File: src/sv/float_debounce_pump_interlock_core_macros.svh
// Assertion macros for the float pump interlock core.
`ifndef FLOAT_DEBOUNCE_PUMP_INTERLOCK_CORE_MACROS_SVH
`define FLOAT_DEBOUNCE_PUMP_INTERLOCK_CORE_MACROS_SVH

`ifndef SYNTH
`define FDPI_ASSERT(lbl, prop) \
  lbl: assert property (@(posedge clk_i) disable iff (!rst_ni) prop) \
    else $error("fdpi assertion failed");
`define FDPI_ASSERT_NEXT(lbl, pre, post) \
  lbl: assert property (@(posedge clk_i) disable iff (!rst_ni) (pre) |=> (post)) \
    else $error("fdpi assertion failed");
`else
`define FDPI_ASSERT(lbl, prop)
`define FDPI_ASSERT_NEXT(lbl, pre, post)
`endif

`endif

File: src/sv/fdpi_pkg.sv
`timescale 1ns / 1ps

package fdpi_pkg;

  localparam int unsigned WinW   = 16;
  localparam int unsigned TimerW = 32;
  localparam int unsigned IdxW   = 8;
  localparam int unsigned CfgW   = 32;

  localparam logic [WinW-1:0]   FloatWinRst = 16'd50;
  localparam logic [WinW-1:0]   GallonWinRst = 16'd500;
  localparam logic [TimerW-1:0] MaxRunRst = 32'd300000;
  localparam logic [TimerW-1:0] MinRestRst = 32'd10000;

  localparam logic [IdxW-1:0] RegFloatWin  = 8'd0;
  localparam logic [IdxW-1:0] RegGallonWin = 8'd1;
  localparam logic [IdxW-1:0] RegMaxRun    = 8'd2;
  localparam logic [IdxW-1:0] RegMinRest   = 8'd3;

  localparam logic [1:0] LevelLow  = 2'd0;
  localparam logic [1:0] LevelMid  = 2'd1;
  localparam logic [1:0] LevelHigh = 2'd2;

  typedef struct packed {
    logic gallon;
    logic high;
    logic mid;
  } fdpi_levels_t;

  typedef struct packed {
    logic drive;
    logic overrun;
    logic fresh;
  } fdpi_pump_t;

endpackage

File: src/sv/fdpi_debounce.sv
`timescale 1ns / 1ps
`include "float_debounce_pump_interlock_core_macros.svh"

module fdpi_debounce (
  input  logic                    clk_i,
  input  logic                    rst_ni,
  input  logic                    en_i,
  input  logic                    prime_i,
  input  logic                    raw_i,
  input  logic [fdpi_pkg::WinW-1:0] window_i,
  output logic                    level_o
);

  logic                      level_q, level_d;
  logic                      cand_q, cand_d;
  logic [fdpi_pkg::WinW-1:0] cnt_q, cnt_d, cnt_inc;

  assign cnt_inc = (cnt_q == '1) ? cnt_q : cnt_q + 1'b1;

  always_comb begin
    level_d = level_q;
    cand_d  = cand_q;
    cnt_d   = cnt_q;
    if (prime_i) begin
      level_d = raw_i;
      cand_d  = raw_i;
      cnt_d   = '0;
    end else if (raw_i != cand_q) begin
      cand_d = raw_i;
      cnt_d  = '0;
    end else begin
      cnt_d = cnt_inc;
      if (raw_i != level_q && cnt_inc >= window_i) begin
        level_d = raw_i;
      end
    end
  end

  assign level_o = level_d;

  always_ff @(posedge clk_i or negedge rst_ni) begin
    if (!rst_ni) begin
      level_q <= 1'b0;
      cand_q  <= 1'b0;
      cnt_q   <= '0;
    end else if (en_i) begin
      level_q <= level_d;
      cand_q  <= cand_d;
      cnt_q   <= cnt_d;
    end
  end

  `FDPI_ASSERT_NEXT(a_cnt_clear, en_i && !prime_i && raw_i != cand_q, cnt_q == '0)

endmodule

File: src/sv/fdpi_pump.sv
`timescale 1ns / 1ps
`include "float_debounce_pump_interlock_core_macros.svh"

module fdpi_pump (
  input  logic                        clk_i,
  input  logic                        rst_ni,
  input  logic                        en_i,
  input  fdpi_pkg::fdpi_levels_t      levels_i,
  input  logic [fdpi_pkg::TimerW-1:0] max_run_i,
  input  logic [fdpi_pkg::TimerW-1:0] min_rest_i,
  output fdpi_pkg::fdpi_pump_t        pump_o
);

  logic                        running_q, running_d;
  logic                        overrun_q, overrun_d;
  logic [fdpi_pkg::TimerW-1:0] phase_q, phase_d, phase_inc;
  logic                        want;
  logic                        fresh;

  assign phase_inc = (phase_q == '1) ? phase_q : phase_q + 1'b1;

  always_comb begin
    priority if (levels_i.high) want = 1'b0;
    else if (levels_i.mid)      want = 1'b1;
    else                        want = running_q;
  end

  always_comb begin
    running_d = running_q;
    overrun_d = overrun_q;
    phase_d   = phase_inc;
    fresh     = 1'b0;
    priority if (levels_i.gallon) begin
      if (running_q) begin
        running_d = 1'b0;
        phase_d   = '0;
      end
    end else if (want && running_q && phase_inc >= max_run_i) begin
      running_d = 1'b0;
      phase_d   = '0;
      overrun_d = 1'b1;
      fresh     = !overrun_q;
    end else if (want && !running_q && phase_inc < min_rest_i) begin
      running_d = running_q;
    end else if (want != running_q) begin
      running_d = want;
      phase_d   = '0;
    end
  end

  assign pump_o.drive   = running_d;
  assign pump_o.overrun = overrun_d;
  assign pump_o.fresh   = fresh;

  always_ff @(posedge clk_i or negedge rst_ni) begin
    if (!rst_ni) begin
      running_q <= 1'b0;
      overrun_q <= 1'b0;
      phase_q   <= '0;
    end else if (en_i) begin
      running_q <= running_d;
      overrun_q <= overrun_d;
      phase_q   <= phase_d;
    end
  end

  `FDPI_ASSERT_NEXT(a_overrun_sticky, overrun_q, overrun_q)
  `FDPI_ASSERT(a_start_rested, en_i && !running_q && running_d |-> phase_inc >= min_rest_i)

endmodule

File: src/sv/float_debounce_pump_interlock_core.sv
`timescale 1ns / 1ps
`include "float_debounce_pump_interlock_core_macros.svh"
// Float switch pump controller with dry-run interlock.
// s_axis carries one 1 ms tick per beat with the three active-low float pins;
// m_axis returns one status beat per tick: pump command, overrun fault and the
// debounced float conditions with a tank level code.
// The cfg channel writes the four timing registers (index 0..3, others are
// dropped); cfg_ready_o is always high. Write only while the core is idle.
// A tick beat is taken into the input register, then its status beat into the
// status register. Throughput: one beat per cycle while m_axis does not stall;
// the input register and the status register form a two-stage chain, and all
// debounce and pump rules settle in the single combinational step between them.
// Reset clears all float, pump and fault state and loads the register
// defaults; the first tick after reset primes the debounced levels directly
// from the pins.
// When m_axis stalls the status beat is held and the input register still
// takes one more beat; s_axis_tready then drops until the status beat drains.

module float_debounce_pump_interlock_core (
  input  logic                        clk_i,
  input  logic                        rst_ni,
  input  logic                        s_axis_tvalid,
  output logic                        s_axis_tready,
  // [0] mid_pin_level, [1] high_pin_level, [2] gallon_pin_level, [7:3] zero
  input  logic [7:0]                  s_axis_tdata,
  output logic                        m_axis_tvalid,
  input  logic                        m_axis_tready,
  // [0] pump_drive, [1] overrun_latched, [2] overrun_new, [3] below_mid,
  // [4] at_high, [5] gallon_empty, [7:6] tank_level
  output logic [7:0]                  m_axis_tdata,
  input  logic                        cfg_valid_i,
  output logic                        cfg_ready_o,
  input  logic [fdpi_pkg::IdxW-1:0]   cfg_index_i,
  input  logic [fdpi_pkg::CfgW-1:0]   cfg_data_i
);

  logic                        in_valid_q, in_valid_d;
  logic [2:0]                  pins_q;
  logic                        out_valid_q, out_valid_d;
  logic [7:0]                  out_data_q;
  logic                        primed_q;
  logic                        adv;
  logic                        s_acc;
  logic [fdpi_pkg::WinW-1:0]   float_win_q;
  logic [fdpi_pkg::WinW-1:0]   gallon_win_q;
  logic [fdpi_pkg::TimerW-1:0] max_run_q;
  logic [fdpi_pkg::TimerW-1:0] min_rest_q;
  fdpi_pkg::fdpi_levels_t      raw;
  fdpi_pkg::fdpi_levels_t      levels;
  fdpi_pkg::fdpi_pump_t        pump;
  logic [1:0]                  tank_level;
  logic [7:0]                  result;

  assign adv           = in_valid_q && (!out_valid_q || m_axis_tready);
  assign s_axis_tready = !in_valid_q || adv;
  assign s_acc         = s_axis_tvalid && s_axis_tready;
  assign cfg_ready_o   = 1'b1;

  assign in_valid_d  = s_acc ? 1'b1 : (adv ? 1'b0 : in_valid_q);
  assign out_valid_d = adv ? 1'b1 : (m_axis_tready ? 1'b0 : out_valid_q);

  assign raw.mid    = ~pins_q[0];
  assign raw.high   = ~pins_q[1];
  assign raw.gallon = ~pins_q[2];

  fdpi_debounce u_mid (
    .clk_i    (clk_i),
    .rst_ni   (rst_ni),
    .en_i     (adv),
    .prime_i  (!primed_q),
    .raw_i    (raw.mid),
    .window_i (float_win_q),
    .level_o  (levels.mid)
  );

  fdpi_debounce u_high (
    .clk_i    (clk_i),
    .rst_ni   (rst_ni),
    .en_i     (adv),
    .prime_i  (!primed_q),
    .raw_i    (raw.high),
    .window_i (float_win_q),
    .level_o  (levels.high)
  );

  fdpi_debounce u_gallon (
    .clk_i    (clk_i),
    .rst_ni   (rst_ni),
    .en_i     (adv),
    .prime_i  (!primed_q),
    .raw_i    (raw.gallon),
    .window_i (gallon_win_q),
    .level_o  (levels.gallon)
  );

  fdpi_pump u_pump (
    .clk_i      (clk_i),
    .rst_ni     (rst_ni),
    .en_i       (adv),
    .levels_i   (levels),
    .max_run_i  (max_run_q),
    .min_rest_i (min_rest_q),
    .pump_o     (pump)
  );

  always_comb begin
    priority if (levels.high) tank_level = fdpi_pkg::LevelHigh;
    else if (levels.mid)      tank_level = fdpi_pkg::LevelLow;
    else                      tank_level = fdpi_pkg::LevelMid;
  end

  assign result = {tank_level, levels.gallon, levels.high, levels.mid,
                   pump.fresh, pump.overrun, pump.drive};

  always_ff @(posedge clk_i or negedge rst_ni) begin
    if (!rst_ni) begin
      in_valid_q   <= 1'b0;
      out_valid_q  <= 1'b0;
      primed_q     <= 1'b0;
      float_win_q  <= fdpi_pkg::FloatWinRst;
      gallon_win_q <= fdpi_pkg::GallonWinRst;
      max_run_q    <= fdpi_pkg::MaxRunRst;
      min_rest_q   <= fdpi_pkg::MinRestRst;
    end else begin
      in_valid_q  <= in_valid_d;
      out_valid_q <= out_valid_d;
      if (adv) begin
        primed_q <= 1'b1;
      end
      if (cfg_valid_i) begin
        unique case (cfg_index_i)
          fdpi_pkg::RegFloatWin:  float_win_q  <= cfg_data_i[fdpi_pkg::WinW-1:0];
          fdpi_pkg::RegGallonWin: gallon_win_q <= cfg_data_i[fdpi_pkg::WinW-1:0];
          fdpi_pkg::RegMaxRun:    max_run_q    <= cfg_data_i[fdpi_pkg::TimerW-1:0];
          fdpi_pkg::RegMinRest:   min_rest_q   <= cfg_data_i[fdpi_pkg::TimerW-1:0];
          default: ;
        endcase
      end
    end
  end

  always_ff @(posedge clk_i) begin
    if (s_acc) begin
      pins_q <= s_axis_tdata[2:0];
    end
    if (adv) begin
      out_data_q <= result;
    end
  end

  assign m_axis_tvalid = out_valid_q;
  assign m_axis_tdata  = out_data_q;

  `FDPI_ASSERT(a_dry_interlock, out_valid_q |-> !(out_data_q[0] && out_data_q[5]))
  `FDPI_ASSERT_NEXT(a_adv_fills, adv, out_valid_q)

endmodule
File: config.mk
export PLATFORM = sky130hd
export DESIGN_NAME = float_debounce_pump_interlock_core
export DESIGN_NICKNAME = d
export VERILOG_FILES = /design/src/sv/fdpi_pkg.sv /design/src/sv/fdpi_debounce.sv /design/src/sv/fdpi_pump.sv /design/src/sv/float_debounce_pump_interlock_core.sv
export VERILOG_INCLUDE_DIRS = /design/src /design/src/sv
export SDC_FILE = /design/constraint.sdc
export NUM_CORES = 1
export LEC_CHECK = 0
export BUFFER_PORTS_ARGS = -buffer_cell sky130_fd_sc_hd__buf_2
export CORE_ASPECT_RATIO = 1.1
export CORE_UTILIZATION = 50
export CTS_BUF_LIST = sky130_fd_sc_hd__clkbuf_4 sky130_fd_sc_hd__clkbuf_8
export DETAILED_ROUTE_END_ITERATION = 8
export PLACE_DENSITY = 0.69
export RECOVER_POWER = 25
export SETUP_SLACK_MARGIN = 0.3
export SLEW_MARGIN = 30
export SYNTH_ARGS = -nofsm -noshare
export SYNTH_HDL_FRONTEND = slang
export SYNTH_SLANG_ARGS = --single-unit
File: constraint.sdc
create_clock -name clk_i -period 16.35 [get_ports clk_i]
set_clock_uncertainty 0.1 [all_clocks]
set_input_delay 0.8175 -clock clk_i [delete_from_list [all_inputs] [get_ports clk_i]]
set_output_delay 0.8175 -clock clk_i [all_outputs]
set_load 0.01 [all_outputs]
==> results of run 1 <==
-- how the worst max path moves through the flow --
| stage | slack, ps | depth (start not counted) | endpoint |
|---|---|---|---|
| 2_1_floorplan | 11160 | 26 | u_pump.phase_q[12]$_DFFE_PN0P_ |
| 3_3_place_gp | 10330 | 25 | u_pump.phase_q[1]$_DFFE_PN0P_ |
| 3_5_place_dp | 10300 | 25 | u_pump.phase_q[2]$_DFFE_PN0P_ |
| 4_1_cts | 10260 | 25 | u_pump.phase_q[2]$_DFFE_PN0P_ |
| 5_1_grt | 9350 | 2 | min_rest_q[0]$_DFFE_PN0P_ |
| 6_report | 10230 | 25 | u_pump.phase_q[2]$_DFFE_PN0P_ |
-- sequential cells by signal (all words and copies together) (netlist names), 3 cells and up --
signal and flops:
u_mid.cnt_q 16, u_high.cnt_q 16, min_rest_q 32, m_axis_tdata 8, max_run_q 32, float_win_q 16, gallon_win_q 16, pins_q 3
u_gallon.cnt_q 16, u_pump.phase_q 32
-- stage by stage --
stage                     instance area [µm²]  power (mW)  std cells
final                                   13380       1.147       1615
after global routing                    13380       1.213       1615
after CTS                               13380       1.160       1614
after detailed placement                12970      0.8255       1582
after global placement                  12960      0.8165       1582
after floorplan                         12420      0.7506       1251
-- worst reg2reg max path, cell delays in order, from the launching register on --
cell	delay (ps)
sky130_fd_sc_hd__dfrtp_1	490
sky130_fd_sc_hd__nand4_2	150
sky130_fd_sc_hd__nor4_1	90
sky130_fd_sc_hd__and2_1	220
sky130_fd_sc_hd__and4_1	260
sky130_fd_sc_hd__or3_1	450
sky130_fd_sc_hd__nor4_1	460
sky130_fd_sc_hd__xor2_1	230
sky130_fd_sc_hd__ha_1	260
sky130_fd_sc_hd__nand2_1	70
sky130_fd_sc_hd__o21ai_0	90
sky130_fd_sc_hd__a221oi_1	530
sky130_fd_sc_hd__nor2b_1	100
sky130_fd_sc_hd__nor3_1	130
sky130_fd_sc_hd__and3b_1	340
sky130_fd_sc_hd__nor2_1	70
sky130_fd_sc_hd__nor2_1	140
sky130_fd_sc_hd__ha_1	170
sky130_fd_sc_hd__inv_1	50
sky130_fd_sc_hd__a211oi_1	250
sky130_fd_sc_hd__o21ai_0	170
sky130_fd_sc_hd__nor2_1	140
sky130_fd_sc_hd__nand2_1	110
sky130_fd_sc_hd__o311a_1	340
sky130_fd_sc_hd__o221a_4	430
sky130_fd_sc_hd__a21oi_1	190
-- power groups by stage --
stage               registers, mW  clock network (mW)  logic (mW)
floorplan                   0.562                   0       0.188
global placement            0.565                   0       0.251
detailed placement          0.567                   0       0.259
CTS                         0.558               0.343       0.259
global route                0.562               0.360       0.291
finish                      0.557               0.333       0.256
-- cells by family after synthesis --
logic type / Yosys count / synth area share (%)
other: 1 / 0.03019
XOR/XNOR: 97 / 6.900
buffers and inverters: 151 / 4.906
adder cells (fa/ha/maj): 117 / 11.79
multiplexers: 91 / 8.230
AND/OR/NAND/NOR: 376 / 15.63
AO/OA/AOI/OAI: 220 / 11.96
flip-flops: 198 / 40.56
-- cell type report --
cell class,count,share of cell area (%)
clock buffer,18,1.804
timing repair buffer,64,2.515
tap,310,2.898
multi-input combinational,902,50.85
sequential,198,37.64
clock inverter,14,1.243
inverter,109,3.057
-- cells in the mapped netlist, types with 22 or more instances --
cell,n,area [µm²]
sky130_fd_sc_hd__inv_1,108,405.4
sky130_fd_sc_hd__o21ai_0,60,300.3
sky130_fd_sc_hd__mux2_2,89,1002
sky130_fd_sc_hd__nand3_1,38,190.2
sky130_fd_sc_hd__xor2_1,34,297.8
sky130_fd_sc_hd__a21oi_1,48,240.2
sky130_fd_sc_hd__dfrtp_1,165,4129
sky130_fd_sc_hd__nor2_1,61,229.0
sky130_fd_sc_hd__dfstp_2,22,578.1
sky130_fd_sc_hd__clkbuf_1,28,105.1
sky130_fd_sc_hd__nand2_1,119,446.7
sky130_fd_sc_hd__nand4_1,29,181.4
sky130_fd_sc_hd__ha_1,117,1464
sky130_fd_sc_hd__nor2_2,30,187.7
sky130_fd_sc_hd__xnor2_1,62,543.0
-- layer usage --
metal	GRT usage, %	share of wire [%]
met5	0	0
met4	8.518	2.8
met3	3.804	2.8
met1	25.73	42
met2	40.31	52
==> results.sh, run 1 <==
export IMPL_syn_avg_cell_area_um2=9.929
export IMPL_mostFrequentLayoutCell="sky130_fd_sc_hd__dfrtp_1"
export IMPL_r2r_end="u_pump.phase_q[2]$_DFFE_PN0P_"
export IMPL_first_pass_iters=7
export IMPL_fin_hold_ws_ps=381.6
export IMPL_clock_root_buffer="sky130_fd_sc_hd__clkbuf_8"
export IMPL_cts_sink_count=198
export IMPL_port_buffers=57
export IMPL_power_density_over_the_cells_nw_per_um2=85.66
export IMPL_run_status="finished, violations left"
export IMPL_critPathMaxStageDelay_ps=530
export IMPL_cellLeakagePower_nw=6.305
export IMPL_fillers=2201
export IMPL_achievable_frequency_ghz=0.1635
export IMPL_critPathSlowestCell="sky130_fd_sc_hd__a221oi_1"
export IMPL_worst_r2r_startpoint="u_mid.cnt_q[4]$_DFFE_PN0P_"
export IMPL_syn_nets=1421
export IMPL_worst_slew_pin_slew_ps=3529
export IMPL_criticalPathCategory="reg2reg"
export IMPL_cts_tree="yes"
export IMPL_ys_flop_type="sky130_fd_sc_hd__dfrtp_1"
export IMPL_cp_start_kind="flip-flop"
export IMPL_cts_post_setup_buffers_inserted=0
export IMPL_wire_length_of_the_first_global_routing_pass_um=44800
export IMPL_syn_instance_count=1251
export IMPL_globalplace_congestion=0.8575
export IMPL_avgRoutedWirePerCell_um=16.49
export IMPL_crit_fanout=32
export IMPL_ctsResizeCount=0
export IMPL_viasPerCell=5.619
export IMPL_drive_gt1_share_pct=19.85
export IMPL_grtUsageTotal_pct=22.08
export IMPL_layout_core_utilization_pct=54.86
export IMPL_drv_max_cap_violation_count=2
export IMPL_rsz_0062_raised_after_global_routing="no"
export IMPL_most_common_layout_cells="165 x sky130_fd_sc_hd__dfrtp_1, 118 x sky130_fd_sc_hd__nand2_1, 117 x sky130_fd_sc_hd__ha_1"
export IMPL_hold_path_depth=1
export IMPL_clkTransAtPathRegs_ps=110
export IMPL_timing_hold_worst_class="reg2reg"
export IMPL_vdd_ir_drop_worst_mv=0.05679
export IMPL_maxSlewHeadroom_pct=-135.3
export IMPL_post_synth_edffs=11
export IMPL_combinationalPowerShare_pct=22.4
export IMPL_buf_inv_on_cp=1
export IMPL_critPathLaunch="u_mid.cnt_q[4]$_DFFE_PN0P_"
export IMPL_hold_buffers=0
export IMPL_worst_hold_startpoint="u_pump.overrun_q$_DFFE_PN0P_"
export IMPL_total_standard_cell_area_after_synthesis_um2=12420
export IMPL_ys_ff_latch=198
export IMPL_worst_slack_at_placement_ps=10300
export IMPL_drt_initial_drc_count=351
export IMPL_final_max_slew_viol_count=120
export IMPL_gr_total_overflow=0
export IMPL_route_vias_total=9074
export IMPL_initial_core_util_pct=50.91
export IMPL_htree_levels=4
export IMPL_core_region_area_um2=24400
export IMPL_num_antenna_cells=0
export IMPL_ys_types=69
export IMPL_seq_area_um2=5037
export IMPL_fin_tns_setup_ps=0
export IMPL_finalHoldViolCount=0
export IMPL_drtAntennaViolNets=0
export IMPL_floorplan_die_height_um=167.3
export IMPL_critical_path_most_common_cell="sky130_fd_sc_hd__nor2_1"
export IMPL_die_width_um=152.3
export IMPL_r2r_setup_slack_ps=10230
export IMPL_die_area_um2=25480
export IMPL_min_period_ps=6116
export IMPL_crit_family="simple AND/OR/NAND/NOR gates"
export IMPL_worst_r2r_path_depth=25
export IMPL_first_global_vias=9101
export IMPL_multiInputGateArea_um2=6805
export IMPL_yosys_warnings=0
export IMPL_hpwlAfterDp_um=19440
export IMPL_detail_route_drc_violations=2
export IMPL_worstPathRequired_ps=16640
export IMPL_failed_checks="DRC, capacitance limit, slew limit"
export IMPL_critical_path_arrival_ps=6410
export IMPL_overall_routed_net_length_um=26630
export IMPL_portion_of_the_clock_cycle_consumed_by_the_worst_path_in_the_final_layout_pct=37.41
export IMPL_initial_antenna_violation_count=0
export IMPL_cts_inserted_buffers=17
export IMPL_sw_frac_of_total_pct=32.84
export IMPL_syn_to_final_growth_pct=7.757
export IMPL_placementRows=60
export IMPL_async_flop_share_pct=94.44
export IMPL_power_clock_fraction_pct=29.0
export IMPL_final_critical_path_setup_slack_ps=10230
export IMPL_finish_net_count=1462
export IMPL_grt_start_max_net_pins=118
export IMPL_sequential_share_of_power_pct=48.6
export IMPL_sequential_to_total_area_share_from_yosys_stat_pct=40.56
export IMPL_cts_max_path_buffers=2
export IMPL_io_pins=64
export IMPL_power_net_switching_mw=0.3765
export IMPL_min_delay_worst_endpoint="u_pump.overrun_q$_DFFE_PN0P_"
export IMPL_finalSetupViolations=0
export IMPL_intPower_mw=0.7700
export IMPL_worstSetupEndpointType="flip-flop"
export IMPL_clk_insertion_delay_late_ps=480
(Power assumes the default switching activity.)
==> run 2, diff against run 1 <==
==> constraint.sdc (replaced) <==
create_clock -name clk_i -period 6.35 [get_ports clk_i]
set_clock_uncertainty 0.1 [all_clocks]
set_input_delay 0.3175 -clock clk_i [delete_from_list [all_inputs] [get_ports clk_i]]
set_output_delay 0.3175 -clock clk_i [all_outputs]
set_load 0.01 [all_outputs]
==> run 2 against run 1 <==
The flow still finishes with violations (DRC, capacitance limit, slew limit). Register-to-register slack worse by 9500 ps. Sequential power rose to 2.6 times the previous value. Via count up 0.93%. Worst hold slack worse by 370 ps. Global-route usage up 0.15 points. Final area up 2.8%. Critical endpoint is now u_pump.phase_q[1]$_DFFE_PN0P_. Highest routed layer unchanged.
==> results.sh, run 2 (same netlist as run 1, synthesis figures left out) <==
export IMPL_run_status="finished, violations left"
export IMPL_failed_checks="DRC, capacitance limit, slew limit"
export IMPL_cellLeakagePower_nw=6.449
export IMPL_clkTransAtPathRegs_ps=100
export IMPL_grtUsageTotal_pct=22.23
export IMPL_worst_slew_pin_slew_ps=2624
export IMPL_viasPerCell=5.574
export IMPL_top_regs="max_run_q x32, min_rest_q x32, u_pump.phase_q x32"
export IMPL_cts_tree="yes"
export IMPL_vdd_ir_drop_worst_mv=0.1421
export IMPL_initial_antenna_violation_count=0
export IMPL_drtAntennaViolNets=0
export IMPL_criticalPathCategory="reg2reg"
export IMPL_die_area_um2=25480
export IMPL_drive_gt1_share_pct=20.26
export IMPL_placed_instance_area_um2=13030
export IMPL_finish_net_count=1490
export IMPL_core_region_area_um2=24400
export IMPL_timing_hold_worst_class="in2reg"
export IMPL_cts_max_path_buffers=2
export IMPL_floorplan_die_height_um=167.3
export IMPL_rsz_0062_raised_after_global_routing="no"
export IMPL_clock_root_buffer="sky130_fd_sc_hd__clkbuf_8"
export IMPL_layout_core_utilization_pct=56.37
export IMPL_critPathSlowestCell="sky130_fd_sc_hd__dfrtp_1"
export IMPL_cts_post_setup_buffers_inserted=0
export IMPL_multiInputGateArea_um2=6834
export IMPL_route_vias_total=9158
export IMPL_first_global_vias=9007
export IMPL_avgRoutedWirePerCell_um=16.47
export IMPL_first_pass_iters=7
export IMPL_worstSetupEndpointType="flip-flop"
export IMPL_placementRows=60
export IMPL_gr_total_overflow=0
export IMPL_cts_inserted_buffers=17
export IMPL_most_common_layout_cells="163 x sky130_fd_sc_hd__dfrtp_1, 118 x sky130_fd_sc_hd__nand2_1, 117 x sky130_fd_sc_hd__ha_1"
export IMPL_drv_max_cap_violation_count=2
export IMPL_initial_core_util_pct=50.91
export IMPL_grt_start_max_net_pins=77
export IMPL_mostFrequentLayoutCell="sky130_fd_sc_hd__dfrtp_1"
export IMPL_critical_path_arrival_ps=5960
export IMPL_detail_route_drc_violations=2
export IMPL_clk_insertion_delay_late_ps=490
export IMPL_cts_sink_count=198
export IMPL_finalHoldViolCount=0
export IMPL_wire_length_of_the_first_global_routing_pass_um=45170
export IMPL_final_max_slew_viol_count=124
export IMPL_worstPathRequired_ps=6660
export IMPL_critical_path_most_common_cell="sky130_fd_sc_hd__nor2_1"
export IMPL_power_density_over_the_cells_nw_per_um2=224.3
export IMPL_hpwlAfterDp_um=19720
export IMPL_fin_tns_setup_ps=0
export IMPL_cp_start_kind="flip-flop"
export IMPL_maxSlewHeadroom_pct=-74.92
export IMPL_globalplace_congestion=0.8525
export IMPL_crit_fanout=32
export IMPL_finalSetupViolations=0
export IMPL_fillers=2144
export IMPL_port_buffers=57
export IMPL_htree_levels=4
export IMPL_io_pins=64
export IMPL_die_width_um=152.3
export IMPL_min_period_ps=5656
export IMPL_achievable_frequency_ghz=0.1768
export IMPL_critPathMaxStageDelay_ps=460
export IMPL_syn_to_final_growth_pct=10.73
export IMPL_drt_initial_drc_count=396
export IMPL_num_antenna_cells=0
export IMPL_final_area_um2=13750
export IMPL_seq_area_um2=5040
export IMPL_post_layout_total_power_mw=3.084
export IMPL_portion_of_the_clock_cycle_consumed_by_the_worst_path_in_the_final_layout_pct=89.08
export IMPL_overall_routed_net_length_um=27070
run 2: layout make-up:
type	count	area share, %
repair buffers	92	4.503
multi-input cells	902	49.69
well taps	310	2.820
clock inverters	14	1.610
clock buffers	18	1.756
flip-flops and latches	198	36.64
inverters	109	2.975
run 2: through the flow:
| stage | instances | worst slack, ps | hold slack, ps |
|---|---|---|---|
| after floorplan | 1251 | 1159 | -78.09 |
| after global placement | 1585 | 564.2 | 354.4 |
| after detailed placement | 1586 | 488.5 | 198.0 |
| after CTS | 1643 | 444.0 | 4.007 |
| after global routing | 1643 | 273.2 | 12.15 |
| final | 1643 | 693.5 | 15.79 |
run 2: final timing paths:
check                                                      to                          from  cells after the start  slack [ps]
worst min-delay path               float_win_q[5]$_DFFE_PN1P_                 cfg_data_i[5]                      3          20
worst max register to register  u_pump.phase_q[1]$_DFFE_PN0P_    u_mid.cnt_q[5]$_DFFE_PN0P_                     26         690
max in group asynchronous           min_rest_q[3]$_DFFE_PN0P_                        rst_ni                      3        2050
worst max-delay path            u_pump.phase_q[1]$_DFFE_PN0P_    u_mid.cnt_q[5]$_DFFE_PN0P_                     26         690
min in group asynchronous           max_run_q[19]$_DFFE_PN0P_                        rst_ni                      2        1100
worst min register to register   u_pump.overrun_q$_DFFE_PN0P_  u_pump.overrun_q$_DFFE_PN0P_                      1         390
run 2: worst max-delay path, delay by kind of cell (launching register included):
family                   cells  cell delay [ps]
XOR/XNOR                     1              220
flip-flops                   1              460
AND/OR/NAND/NOR             14             2500
AO/OA/AOI/OAI                7             1600
buffers and inverters        2              220
adder cells (fa/ha/maj)      2              440
run 2: where the power goes:
part	total [mW]	switching [mW]	internal [mW]	leakage [nW]
sequential	1.44	0.0714	1.37	2.54
clock	0.947	0.469	0.478	0.224
combinational	0.700	0.418	0.282	3.69
total	3.08	0.959	2.13	6.45
run 2: what timing repair did:
item | 4_1_cts | 5_1_grt
hold buffers | 25 | 0
setup endpoints to repair | 0 | 34
resized for setup | 0 | 7
endpoints found under the hold margin | 84 | 0
run 2: per-layer routing:
metal	GRT usage, %	vias up	routed length [µm]
met5	0	-	0
met4	7.498	0	619
met3	2.821	40	524
met2	40.37	113	13960
met1	27.16	4470	11970
li1	-	4535	-
==> run 3, diff against run 2 <==
--- a/config.mk
+++ b/config.mk
@@ -6,12 +6,16 @@
 export SDC_FILE = /design/constraint.sdc
 export NUM_CORES = 1
 export LEC_CHECK = 0
+export ABC_AREA = 1
 export BUFFER_PORTS_ARGS = -buffer_cell sky130_fd_sc_hd__buf_2
+export CELL_PAD_IN_SITES_DETAIL_PLACEMENT = 0
+export CELL_PAD_IN_SITES_GLOBAL_PLACEMENT = 1
 export CORE_ASPECT_RATIO = 1.1
-export CORE_UTILIZATION = 50
+export CORE_UTILIZATION = 48
 export CTS_BUF_LIST = sky130_fd_sc_hd__clkbuf_4 sky130_fd_sc_hd__clkbuf_8
 export DETAILED_ROUTE_END_ITERATION = 8
-export PLACE_DENSITY = 0.69
+export HOLD_SLACK_MARGIN = 0.12
+export PLACE_DENSITY = 0.85
 export RECOVER_POWER = 25
 export SETUP_SLACK_MARGIN = 0.3
 export SLEW_MARGIN = 30
==> run 3 against run 2 <==
The flow finishes with violations (capacitance limit, slew limit). Combinational power grew to 2.8 times the previous value. Synthesized cell count up 26%. Final area grew 0.83%. Via count grew 12%. Maximum frequency grew 5.2%. Largest cell class unchanged. Largest power group is now combinational logic.
==> results.sh, run 3 <==
export IMPL_min_period_ps=5379
export IMPL_grtUsageTotal_pct=23.27
export IMPL_worst_slack_at_placement_ps=854.4
export IMPL_final_max_slew_viol_count=125
export IMPL_syn_to_final_growth_pct=10.84
export IMPL_run_status="finished, violations left"
export IMPL_vdd_ir_drop_worst_mv=0.3300
export IMPL_cts_inserted_buffers=17
export IMPL_layout_core_utilization_pct=54.56
export IMPL_placed_instance_area_um2=13160
export IMPL_portion_of_the_clock_cycle_consumed_by_the_worst_path_in_the_final_layout_pct=84.71
export IMPL_cts_max_path_buffers=2
export IMPL_critical_path_arrival_ps=5680
export IMPL_cellLeakagePower_nw=6.506
export IMPL_netlist_top_cells_count="330 x sky130_fd_sc_hd__nand2_1, 283 x sky130_fd_sc_hd__inv_1, 181 x sky130_fd_sc_hd__o21ai_0, 165 x sky130_fd_sc_hd__dfrtp_1, 117 x sky130_fd_sc_hd__ha_1"
export IMPL_finish_net_count=1830
export IMPL_worstSetupEndpointType="flip-flop"
export IMPL_synth_top_cell_area_share_pct=33.00
export IMPL_hpwlAfterDp_um=21540
export IMPL_rsz_0062_raised_after_global_routing="no"
export IMPL_first_global_vias=10030
export IMPL_total_standard_cell_area_after_synthesis_um2=12510
export IMPL_fin_tns_setup_ps=0
export IMPL_htree_levels=4
export IMPL_grtUsageMet3_pct=2.570
export IMPL_fillers=2453
export IMPL_floorplan_die_height_um=171.3
export IMPL_cts_sink_count=198
export IMPL_critPathSlowestCell="sky130_fd_sc_hd__nor4_1"
export IMPL_initial_antenna_violation_count=0
export IMPL_fin_hold_ws_ps=149.3
export IMPL_port_buffers=57
export IMPL_power_density_over_the_cells_nw_per_um2=314.0
export IMPL_clk_insertion_delay_late_ps=490
export IMPL_first_pass_iters=5
export IMPL_sequential_to_total_area_share_from_yosys_stat_pct=40.26
export IMPL_grt_most_used_layer="met2"
export IMPL_viasPerCell=5.076
export IMPL_num_antenna_cells=0
export IMPL_placementRows=61
export IMPL_initial_core_util_pct=49.22
export IMPL_finalHoldViolCount=0
export IMPL_crit_fanout=31
export IMPL_wire_length_of_the_first_global_routing_pass_um=48690
export IMPL_top_regs="max_run_q x32, min_rest_q x32, u_pump.phase_q x32"
export IMPL_critical_path_most_common_cell="sky130_fd_sc_hd__nand2_1"
export IMPL_achievable_frequency_ghz=0.1859
export IMPL_drive_gt1_share_pct=11.42
export IMPL_finalSetupViolations=0
export IMPL_cts_post_setup_buffers_inserted=0
export IMPL_detail_route_drc_violations=0
export IMPL_grt_start_max_net_pins=79
export IMPL_cp_start_kind="flip-flop"
export IMPL_criticalPathCategory="reg2reg"
export IMPL_clkTransAtPathRegs_ps=100
export IMPL_gr_total_overflow=0
export IMPL_worstPathRequired_ps=6650
export IMPL_overall_routed_net_length_um=29240
export IMPL_grt_util_met2_pct=42.97
export IMPL_cts_tree="yes"
export IMPL_yosys_warnings=0
export IMPL_route_vias_total=10250
export IMPL_drv_max_cap_violation_count=2
export IMPL_post_synth_edffs=11
export IMPL_syn_nets=1752
export IMPL_yosysMostFrequentCell="sky130_fd_sc_hd__nand2_1"
export IMPL_ys_ff_latch=198
export IMPL_drt_initial_drc_count=571
export IMPL_clock_root_buffer="sky130_fd_sc_hd__clkbuf_8"
export IMPL_ys_types=49
export IMPL_maxSlewHeadroom_pct=-67.96
export IMPL_worst_slew_pin_slew_ps=2519
export IMPL_die_area_um2=26710
export IMPL_io_pins=64
export IMPL_avgRoutedWirePerCell_um=14.48
export IMPL_async_flop_share_pct=94.44
export IMPL_mostFrequentLayoutCell="sky130_fd_sc_hd__nand2_1"
export IMPL_fraction_of_met1_tracks_used_by_global_routing_pct=28.15
export IMPL_die_width_um=155.9
export IMPL_final_critical_path_setup_slack_ps=971.2
export IMPL_netlist_top_cells_area="sky130_fd_sc_hd__dfrtp_1 33%, sky130_fd_sc_hd__ha_1 12%, sky130_fd_sc_hd__nand2_1 9.9%"
export IMPL_globalplace_congestion=0.8771
export IMPL_most_common_layout_cells="327 x sky130_fd_sc_hd__nand2_1, 282 x sky130_fd_sc_hd__inv_1, 181 x sky130_fd_sc_hd__o21ai_0"
export IMPL_critPathMaxStageDelay_ps=430
export IMPL_core_region_area_um2=25420
export IMPL_failed_checks="capacitance limit, slew limit"
export IMPL_drtAntennaViolNets=0
export IMPL_syn_avg_cell_area_um2=7.908
export IMPL_final_area_um2=13870
export IMPL_biggest_area_consumer_among_synthesized_cells="sky130_fd_sc_hd__dfrtp_1"
export IMPL_ys_flop_type="sky130_fd_sc_hd__dfrtp_1"
export IMPL_timing_hold_worst_class="in2reg"
export IMPL_syn_instance_count=1582
-- run 3: worst paths after layout --
path / from / end / slack [ps] / cells after the start
setup / recovery: u_high.cnt_q[1]$_DFFE_PN0P_ / u_pump.phase_q[0]$_DFFE_PN0P_ / 970 / 31
setup reg to reg: u_high.cnt_q[1]$_DFFE_PN0P_ / u_pump.phase_q[0]$_DFFE_PN0P_ / 970 / 31
hold reg to reg: float_win_q[4]$_DFFE_PN1P_ / float_win_q[4]$_DFFE_PN1P_ / 390 / 2
max in group asynchronous: rst_ni / u_pump.phase_q[30]$_DFFE_PN0P_ / 2130 / 3
hold / removal: cfg_data_i[12] / float_win_q[12]$_DFFE_PN0P_ / 150 / 3
min in group asynchronous: rst_ni / u_gallon.cnt_q[11]$_DFFE_PN0P_ / 1030 / 2
-- run 3: metal layers --
| metal | wire, µm | vias up |
|---|---|---|
| met5 | 0 | - |
| met4 | 596 | 0 |
| met3 | 646 | 29 |
| met2 | 14890 | 136 |
| met1 | 13110 | 4806 |
| li1 | - | 5277 |
-- run 3: area by class of cell --
| type | instances | area [µm²] | area share, % |
|---|---|---|---|
| clock buffers | 20 | 262.8 | 1.895 |
| clock inverters | 12 | 117.6 | 0.8482 |
| inverters | 288 | 1081 | 7.796 |
| multi-input cells | 1055 | 6242 | 45.02 |
| flip-flops and latches | 198 | 5037 | 36.33 |
| well taps | 346 | 432.9 | 3.122 |
| repair buffers | 100 | 693.2 | 4.999 |
-- run 3: where the power goes --
group	switching, mW	internal [mW]
Clock	0.475	0.336
Sequential	0.142	1.47
Combinational	1.25	0.678
-- run 3: timing repair --
item,in CTS,in global routing
endpoints found under the setup margin,0,31
gates resized for setup,0,1
hold endpoints to repair,202,0
hold buffers,36,0
-- run 3: cell families (layout without fill, tap and decap cells) --
family | Yosys count | after routing | share of synthesized area (%)
buf+inv | 329 | 420 | 10.11
fa+ha+maj | 117 | 117 | 11.70
flops | 198 | 198 | 40.26
simple gates | 547 | 547 | 19.03
mux | 6 | 6 | 0.4901
xor+xnor | 47 | 47 | 3.290
other cells | 1 | 1 | 0.02997
compound gates | 337 | 337 | 15.08
-- run 3: worst max-delay path: cells and delay by family (launching register included) --
family / cells / cell delay, ps
compound gates: 4 / 660
fa+ha+maj: 3 / 590
buf+inv: 5 / 400
flops: 1 / 380
xor+xnor: 1 / 250
simple gates: 18 / 2880
-- run 3: through the flow --
step           std cells  power, mW
2_1_floorplan       1582      3.090
3_3_place_gp        1950      3.495
3_5_place_dp        1951      3.556
4_1_cts             2019      4.394
5_1_grt             2019      4.717
6_report            2019      4.355
